`config.mk`:
```
export PLATFORM = sky130hd
export DESIGN_NAME = priority_stack
export DESIGN_NICKNAME = d
export VERILOG_FILES = /design/src/rtl/pstk_pkg.sv /design/src/rtl/pstk_dp.sv /design/src/rtl/pstk_ctrl.sv /design/src/rtl/priority_stack.sv
export VERILOG_INCLUDE_DIRS = /design/src /design/src/rtl
export SDC_FILE = /design/constraint.sdc
export NUM_CORES = 2
export LEC_CHECK = 0
export BUFFER_PORTS_ARGS = -buffer_cell sky130_fd_sc_hd__buf_2
export CAP_MARGIN = 20
export CORE_MARGIN = 2
export CORE_UTILIZATION = 46
export CTS_CLUSTER_DIAMETER = 60
export DETAILED_ROUTE_END_ITERATION = 7
export PLACE_DENSITY_LB_ADDON = 0.3
export SLEW_MARGIN = 10
export SYNTH_ARGS = -nofsm -noshare
export SYNTH_HDL_FRONTEND = slang
export SYNTH_SLANG_ARGS = --single-unit
```
`constraint.sdc`:
```
create_clock -name i_clk -period 6 [get_ports i_clk]
set_clock_uncertainty 0.2 [all_clocks]
set_input_delay 0.3 -clock i_clk [delete_from_list [all_inputs] [get_ports i_clk]]
set_output_delay 0.3 -clock i_clk [all_outputs]
set_load 0.02 [all_outputs]
```
`src/rtl/assert_macros.svh`:
```
// Assertion macros shared by the RTL files.
`ifndef ASSERT_MACROS_SVH
`define ASSERT_MACROS_SVH

// Implication or plain property, checked on the rising clock, off during reset.
`define ASSERT_CLK(label, clk, rst_n, prop, msg) \
    label: assert property (@(posedge clk) disable iff (!(rst_n)) (prop)) else $error(msg);

// Condition that must never hold outside reset.
`define ASSERT_NEVER(label, clk, rst_n, cond, msg) \
    `ASSERT_CLK(label, clk, rst_n, !(cond), msg)

`endif

```
`src/rtl/pstk_pkg.sv`:
```
// Shared opcodes, status codes and controller/datapath interface types.
package pstk_pkg;

    typedef logic [1:0] t_opcode;
    localparam t_opcode OP_QUERY = 2'd0;
    localparam t_opcode OP_PUSH  = 2'd1;
    localparam t_opcode OP_POP   = 2'd2;

    typedef logic [1:0] t_status;
    localparam t_status ST_OK        = 2'd0;
    localparam t_status ST_POP_EMPTY = 2'd1;
    localparam t_status ST_PUSH_FULL = 2'd2;

    // controller -> datapath
    typedef struct packed {
        logic load;   // capture push value and priority
        logic push;   // sorted insert of captured element
        logic pop;    // remove front entry
    } t_dp_cmd;

    // datapath -> controller
    typedef struct packed {
        logic full;
        logic empty;
    } t_dp_stat;

endpackage

```
`src/rtl/pstk_dp.sv`:
```
// Datapath: sorted slot registers with parallel insert/remove shifting.
module pstk_dp
    import pstk_pkg::*;
#(
    parameter int CAPACITY      = 16,
    parameter int VALUE_BITS    = 32,
    parameter int PRIORITY_BITS = 8,
    parameter int CW            = $clog2(CAPACITY + 1)
) (
    input  logic                     i_clk,
    input  logic                     i_rst_n,
    input  t_dp_cmd                  i_cmd,
    input  logic [VALUE_BITS-1:0]    i_push_value,
    input  logic [PRIORITY_BITS-1:0] i_push_priority,
    output t_dp_stat                 o_stat,
    output logic [VALUE_BITS-1:0]    o_front_value,
    output logic [PRIORITY_BITS-1:0] o_front_priority,
    output logic [CW-1:0]            o_count
);

    logic [VALUE_BITS-1:0]    r_req_val;
    logic [PRIORITY_BITS-1:0] r_req_pri;
    logic [VALUE_BITS-1:0]    r_slot_val [CAPACITY];
    logic [PRIORITY_BITS-1:0] r_slot_pri [CAPACITY];
    logic [VALUE_BITS-1:0]    n_slot_val [CAPACITY];
    logic [PRIORITY_BITS-1:0] n_slot_pri [CAPACITY];
    logic [CW-1:0]            r_count;
    logic [CW-1:0]            n_count;
    logic [CAPACITY-1:0]      w_le;   // valid slot with priority <= new one

    // Slots are sorted descending, so w_le is a suffix of the valid range.
    always_comb begin
        for (int k = 0; k < CAPACITY; k++) begin
            w_le[k] = (CW'(k) < r_count) && (r_slot_pri[k] <= r_req_pri);
        end
    end

    always_comb begin
        n_count = r_count;
        for (int k = 0; k < CAPACITY; k++) begin
            n_slot_val[k] = r_slot_val[k];
            n_slot_pri[k] = r_slot_pri[k];
        end
        if (i_cmd.push) begin
            n_count = r_count + CW'(1);
            for (int k = 0; k < CAPACITY; k++) begin
                if (k > 0 && w_le[(k > 0) ? k - 1 : 0]) begin
                    n_slot_val[k] = r_slot_val[(k > 0) ? k - 1 : 0];
                    n_slot_pri[k] = r_slot_pri[(k > 0) ? k - 1 : 0];
                end else if (w_le[k] || CW'(k) == r_count) begin
                    n_slot_val[k] = r_req_val;
                    n_slot_pri[k] = r_req_pri;
                end
            end
        end else if (i_cmd.pop) begin
            n_count = r_count - CW'(1);
            for (int k = 0; k < CAPACITY - 1; k++) begin
                n_slot_val[k] = r_slot_val[k + 1];
                n_slot_pri[k] = r_slot_pri[k + 1];
            end
        end
    end

    always_ff @(posedge i_clk) begin
        if (!i_rst_n) begin
            r_count <= '0;
        end else begin
            r_count <= n_count;
        end
    end

    always_ff @(posedge i_clk) begin
        if (i_cmd.load) begin
            r_req_val <= i_push_value;
            r_req_pri <= i_push_priority;
        end
        for (int k = 0; k < CAPACITY; k++) begin
            r_slot_val[k] <= n_slot_val[k];
            r_slot_pri[k] <= n_slot_pri[k];
        end
    end

    assign o_stat.full       = (r_count == CW'(CAPACITY));
    assign o_stat.empty      = (r_count == '0);
    assign o_count           = r_count;
    assign o_front_value     = o_stat.empty ? '0 : r_slot_val[0];
    assign o_front_priority  = o_stat.empty ? '0 : r_slot_pri[0];

endmodule

```
`src/rtl/pstk_ctrl.sv`:
```
// Controller: request sequencing, error checks and result strobe.
module pstk_ctrl
    import pstk_pkg::*;
(
    input  logic     i_clk,
    input  logic     i_rst_n,
    input  logic     i_start,
    input  t_opcode  i_opcode,
    input  t_dp_stat i_stat,
    output t_dp_cmd  o_cmd,
    output logic     o_busy,
    output logic     o_done,
    output t_status  o_status
);

    typedef enum logic {
        S_IDLE,
        S_EXEC
    } t_state;

    t_state  r_state;
    t_opcode r_op;
    logic    r_done;
    t_status r_status;
    logic    w_accept;
    t_status w_status;

    assign w_accept = i_start && (r_state == S_IDLE);

    always_comb begin
        w_status = ST_OK;
        if (r_op == OP_PUSH && i_stat.full) begin
            w_status = ST_PUSH_FULL;
        end else if (r_op == OP_POP && i_stat.empty) begin
            w_status = ST_POP_EMPTY;
        end
    end

    always_comb begin
        o_cmd.load = w_accept;
        o_cmd.push = (r_state == S_EXEC) && (r_op == OP_PUSH) && !i_stat.full;
        o_cmd.pop  = (r_state == S_EXEC) && (r_op == OP_POP) && !i_stat.empty;
    end

    always_ff @(posedge i_clk) begin
        if (!i_rst_n) begin
            r_state  <= S_IDLE;
            r_done   <= 1'b0;
            r_status <= ST_OK;
            r_op     <= OP_QUERY;
        end else begin
            r_done <= 1'b0;
            unique case (r_state)
                S_IDLE: begin
                    if (w_accept) begin
                        r_op    <= i_opcode;
                        r_state <= S_EXEC;
                    end
                end
                S_EXEC: begin
                    r_status <= w_status;
                    r_done   <= 1'b1;
                    r_state  <= S_IDLE;
                end
                default: r_state <= S_IDLE;
            endcase
        end
    end

    assign o_busy   = (r_state == S_EXEC);
    assign o_done   = r_done;
    assign o_status = r_status;

endmodule

```
`src/rtl/priority_stack.sv`:
```
// Top level of the bounded priority stack: controller plus slot datapath.
//
// Bounded priority stack of CAPACITY entries. Each request (query, push or
// pop) is taken on a rising edge with start high and busy low, and
// returns exactly one result beat, flagged by o_done for a single cycle;
// the receiver cannot stall, so sample it then. No new request is taken
// while busy: the idle state captures the request, the execute state
// applies it to the slot registers, where every slot compares its priority
// with the new one in parallel and shifts in one step. A new request may be
// presented in the same cycle that o_done is high. A push goes ahead of all
// entries of lower or equal priority (equal priorities leave last-in
// first-out). A pop on an empty stack or a push on a full one changes nothing
// and reports status 1 or 2. The front value and priority read zero when
// the stack is empty. No clearing pass: the stack is ready right after reset.
module priority_stack
    import pstk_pkg::*;
#(
    parameter int CAPACITY      = 16,
    parameter int VALUE_BITS    = 32,
    parameter int PRIORITY_BITS = 8
) (
    input  logic                               i_clk,
    input  logic                               i_rst_n,
    input  logic                               start,
    output logic                               busy,
    input  logic [1:0]                         i_opcode,
    input  logic [VALUE_BITS-1:0]              i_push_value,
    input  logic [PRIORITY_BITS-1:0]           i_push_priority,
    output logic                               o_done,
    output logic [VALUE_BITS-1:0]              o_front_value,
    output logic [PRIORITY_BITS-1:0]           o_front_priority,
    output logic [$clog2(CAPACITY + 1)-1:0]    o_entry_count,
    output logic                               o_is_empty,
    output logic [1:0]                         o_status
);

`include "assert_macros.svh"

    localparam int CW = $clog2(CAPACITY + 1);

    t_dp_cmd  w_cmd;
    t_dp_stat w_stat;

    pstk_ctrl u_ctrl (
        .i_clk    (i_clk),
        .i_rst_n  (i_rst_n),
        .i_start  (start),
        .i_opcode (i_opcode),
        .i_stat   (w_stat),
        .o_cmd    (w_cmd),
        .o_busy   (busy),
        .o_done   (o_done),
        .o_status (o_status)
    );

    pstk_dp #(
        .CAPACITY      (CAPACITY),
        .VALUE_BITS    (VALUE_BITS),
        .PRIORITY_BITS (PRIORITY_BITS),
        .CW            (CW)
    ) u_dp (
        .i_clk            (i_clk),
        .i_rst_n          (i_rst_n),
        .i_cmd            (w_cmd),
        .i_push_value     (i_push_value),
        .i_push_priority  (i_push_priority),
        .o_stat           (w_stat),
        .o_front_value    (o_front_value),
        .o_front_priority (o_front_priority),
        .o_count          (o_entry_count)
    );

    // Empty flag mirrors the count.
    assign o_is_empty = w_stat.empty;

    // Accepted request always occupies the execute cycle next.
    `ASSERT_CLK(a_accept_busy, i_clk, i_rst_n, (start && !busy) |=> busy, "accept without exec")
    // Execute is followed by the result beat, with the block idle again.
    `ASSERT_CLK(a_exec_done, i_clk, i_rst_n, busy |=> (o_done && !busy), "exec not followed by beat")
    // Count stays within capacity.
    `ASSERT_NEVER(a_count_max, i_clk, i_rst_n, o_entry_count > CW'(CAPACITY), "count overflow")
    // Rejected request leaves the count unchanged.
    `ASSERT_CLK(a_reject_hold, i_clk, i_rst_n, (o_done && o_status != ST_OK) |-> $stable(o_entry_count), "error changed count")

endmodule

```
==> impl_metrics.yaml <==
timing:
  fmax_ghz: 0.204
  hold_viol: 0
  grt_setup_unrepaired: "false"
  maxSlewViolCount: 0
  finalSetupViolations: 0
  worstMarginPinSlew_ns: 1.22
  tns_ns: 0
  slew_headroom_pct: 18.4
  period_minus_slack_ns: 4.90
  timing.final.crit_share_pct: 81.7
route:
  drt-pass1-iter-count: 6
  drt-initial-drc-count: 5444
  dr_total_vias: 35639
  wl_per_cell_um: 29.2
  wirelength_um: 146000
  drc: 0
  vias_per_cell: 7.14
  detail-route-antenna-nets: 0
setup_path:
  crit_family: "buffers and inverters"
  reg2reg_depth: 8
  rr_endpoint: "u_dp.r_slot_val[0][139]"
  cp_num_buf_inv: 2
  rrSetupSlack_ns: 1.10
  worstPathArrival_ns: 4.98
  slowest_stage: "edfxtp_1"
  path_max_fanout: 24
  endpoint_kind: "flip-flop"
  cp.depth: 8
  worstPathCellList: "inv_1 -> ha_1 -> nand4_1 -> nor2_1 -> or2_2 -> a22oi_1 -> o31ai_4 -> buf_4"
  critPathMaxStageDelay_ns: 0.83
  path_class: "flip-flop to flip-flop"
  critPathLaunchType: "flip-flop"
  required_ns: 6.08
  crit_start: "u_dp.r_req_pri[4]"
  r2r_start: "u_dp.r_req_pri[4]"
  endpoint: "u_dp.r_slot_val[0][139]"
synthesis:
  yosysTopAreaCellShare_pct: 50.8
  synth_seq_cells: 691
  synth-edff-count: 680
  yosysSeqAreaShare_pct: 51.3
  synthFlopType: "edfxtp_1"
  netlist_area_um2: 40200
  synth_warnings: 0
  yosysTopAreaCell: "edfxtp_1"
  synth_nets: 4077
  yosys-top-cells-area: "edfxtp_1, a31oi_1, o211ai_1"
  synth_cell_type_count: 68
  synth_cells: 3899
  ys_async_sr_fraction_pct: 0
  syn_avg_cell_area_um2: 10.3
status:
  status: "finished, final reports clean"
cells_and_area:
  syn_to_final_growth_pct: 11.3
  final_cell_mix: "edfxtp_1, nor2_1, a31oi_1, nand4_1, o211ai_1"
  nNetsFinal: 3950
  layout_commonest_cell: "edfxtp_1"
  final_util_pct: 51.6
  finalInstanceArea_um2: 44700
  stdcell_count: 4994
  drive_gt1_share_pct: 12.3
  fillers: 7715
  diodes: 0
flow_run:
  cap_violations: 0
clock_network:
  cts_root_buf: "clkbuf_16"
  cts_num_sinks: 691
  post-cts-setup-buffers: 0
  cts_htree_levels: 3
  cts_max_path_buffers: 3
  cts_tree: "built"
  numCtsBuffers: 80
  path_clk_slew_ns: 0.06
  clock_latency_ns: 0.66
floorplan:
  die_height_um: 300
  row_count: 108
  num_io_pins: 95
  dieWidth_um: 300
  core_um2: 86800
  die-area_um2: 89800
  initial_utilization_pct: 46.3
power:
  p_leak_uw: 0.0141
  power_density_nw_per_um2: 249
  ir_drop_v: 0.000165
grt:
  track_usage_pct: 31.4
  grt_pass1_wl_um: 216000
  grt_max_degree: 197
  grt_pass1_vias: 34090
  antenna_found_initial: 0
  grt.overflow.total: 0
min_path:
  hold_class: "input pin to flip-flop"
place:
  gp_congestion: 0.894
  dpl.hpwl_um: 86200
  port_buffers: 94
  postPlaceCellArea_um2: 41700
  dp_cells: 4799
synth_stat cells, types with 4 or more instances:
library cell,count
o21a_1,20
buf_1,10
nor2b_1,30
a211o_1,5
o22ai_1,4
a21o_1,11
and4_1,5
nand3b_1,5
o211ai_1,246
buf_4,17
nand2b_1,8
mux2_2,39
or4b_2,31
dfxtp_1,11
ha_1,133
o21ai_1,12
buf_2,90
edfxtp_1,680
o211a_1,9
a31oi_1,365
and2_1,53
a22oi_1,159
nand4b_1,40
or4b_1,46
nand2_1,188
nand4_1,269
o21ai_0,176
o31ai_1,199
clkbuf_1,339
inv_1,29
buf_6,5
or3_1,5
nor2_1,381
nand3_1,172
a21oi_1,43
o31a_1,4
a41oi_1,10
per-stage QoR:
stage / setup WS (ns) / total power, µW / hold slack [ns]
finish: 1.10 / 11200 / 0.159
floorplan: 0.204 / 6010 / 0.199
global route: 0.849 / 11400 / 0.156
global placement: 1.35 / 6300 / 0.277
CTS: 1.21 / 11100 / 0.127
detailed placement: 1.22 / 6320 / 0.278
timing repair:
action,4_1_cts,5_1_grt
hold buffers,45,0
gates resized for setup,0,0
endpoints found under the hold margin,51,0
power breakdown:
| part | total [µW] | leakage [µW] | internal [µW] | switching (µW) |
|---|---|---|---|---|
| logic | 813 | 0.00662 | 244 | 569 |
| registers | 5470 | 0.00625 | 5350 | 114 |
| clock network | 4880 | 0.00125 | 2750 | 2130 |
layer usage:
layer  routed length (µm)  GRT usage, %  share of wire [%]
met5                    0             0                  0
met4                 8900          18.4                6.1
met3                15100          4.95                 10
met2                64500          47.8                 44
met1                57300          42.6                 39
area by class of cell:
| cell class | count | area [µm²] | share of cell area, % |
|---|---|---|---|
| Inverter | 30 | 113 | 0.252 |
| Clock buffer | 102 | 2130 | 4.75 |
| Multi-Input combinational cell | 2717 | 18100 | 40.5 |
| Clock inverter | 47 | 410 | 0.917 |
| Tap cell | 1155 | 1450 | 3.23 |
| Sequential cell | 691 | 20600 | 46.1 |
| Timing Repair Buffer | 252 | 1880 | 4.21 |
worst min-delay path by stage:
| stage | start | endpoint | slack (ns) | cells after the start |
|---|---|---|---|---|
| floorplan | i_push_priority[0] | u_dp.r_req_pri[0] | 0.20 | 0 |
| global placement | i_push_value[14] | u_dp.r_req_val[14] | 0.28 | 1 |
| detailed placement | i_push_value[31] | u_dp.r_req_val[31] | 0.28 | 1 |
| CTS | i_push_value[24] | u_dp.r_req_val[24] | 0.13 | 2 |
| global route | i_push_value[23] | u_dp.r_req_val[23] | 0.16 | 2 |
| finish | i_push_value[23] | u_dp.r_req_val[23] | 0.16 | 2 |
sequential cells by signal, summed over array words and instances, names as in the netlist, 2 cells and up:
| signal | count |
|---|---|
| u_dp.o_count | 5 |
| u_ctrl.o_status | 2 |
| u_dp.r_req_pri | 8 |
| u_dp.r_slot_val | 512 |
| u_dp.r_req_val | 32 |
| u_dp.r_slot_pri | 128 |
| u_ctrl.r_op | 2 |
cells by family (layout without fill, tap and decap cells):
| logic type | count (synthesis) | in the layout | share of synthesized area, % |
|---|---|---|---|
| AO/OA/AOI/OAI | 1281 | 1281 | 21.5 |
| AND/OR/NAND/NOR | 1257 | 1257 | 16.6 |
| multiplexers | 42 | 42 | 1.17 |
| flip-flops | 691 | 691 | 51.3 |
| adder cells (fa/ha/maj) | 133 | 133 | 4.14 |
| XOR/XNOR | 4 | 4 | 0.0871 |
| buffers and inverters | 491 | 431 | 5.12 |
Note: power is estimated with default switching activity, not from simulation.
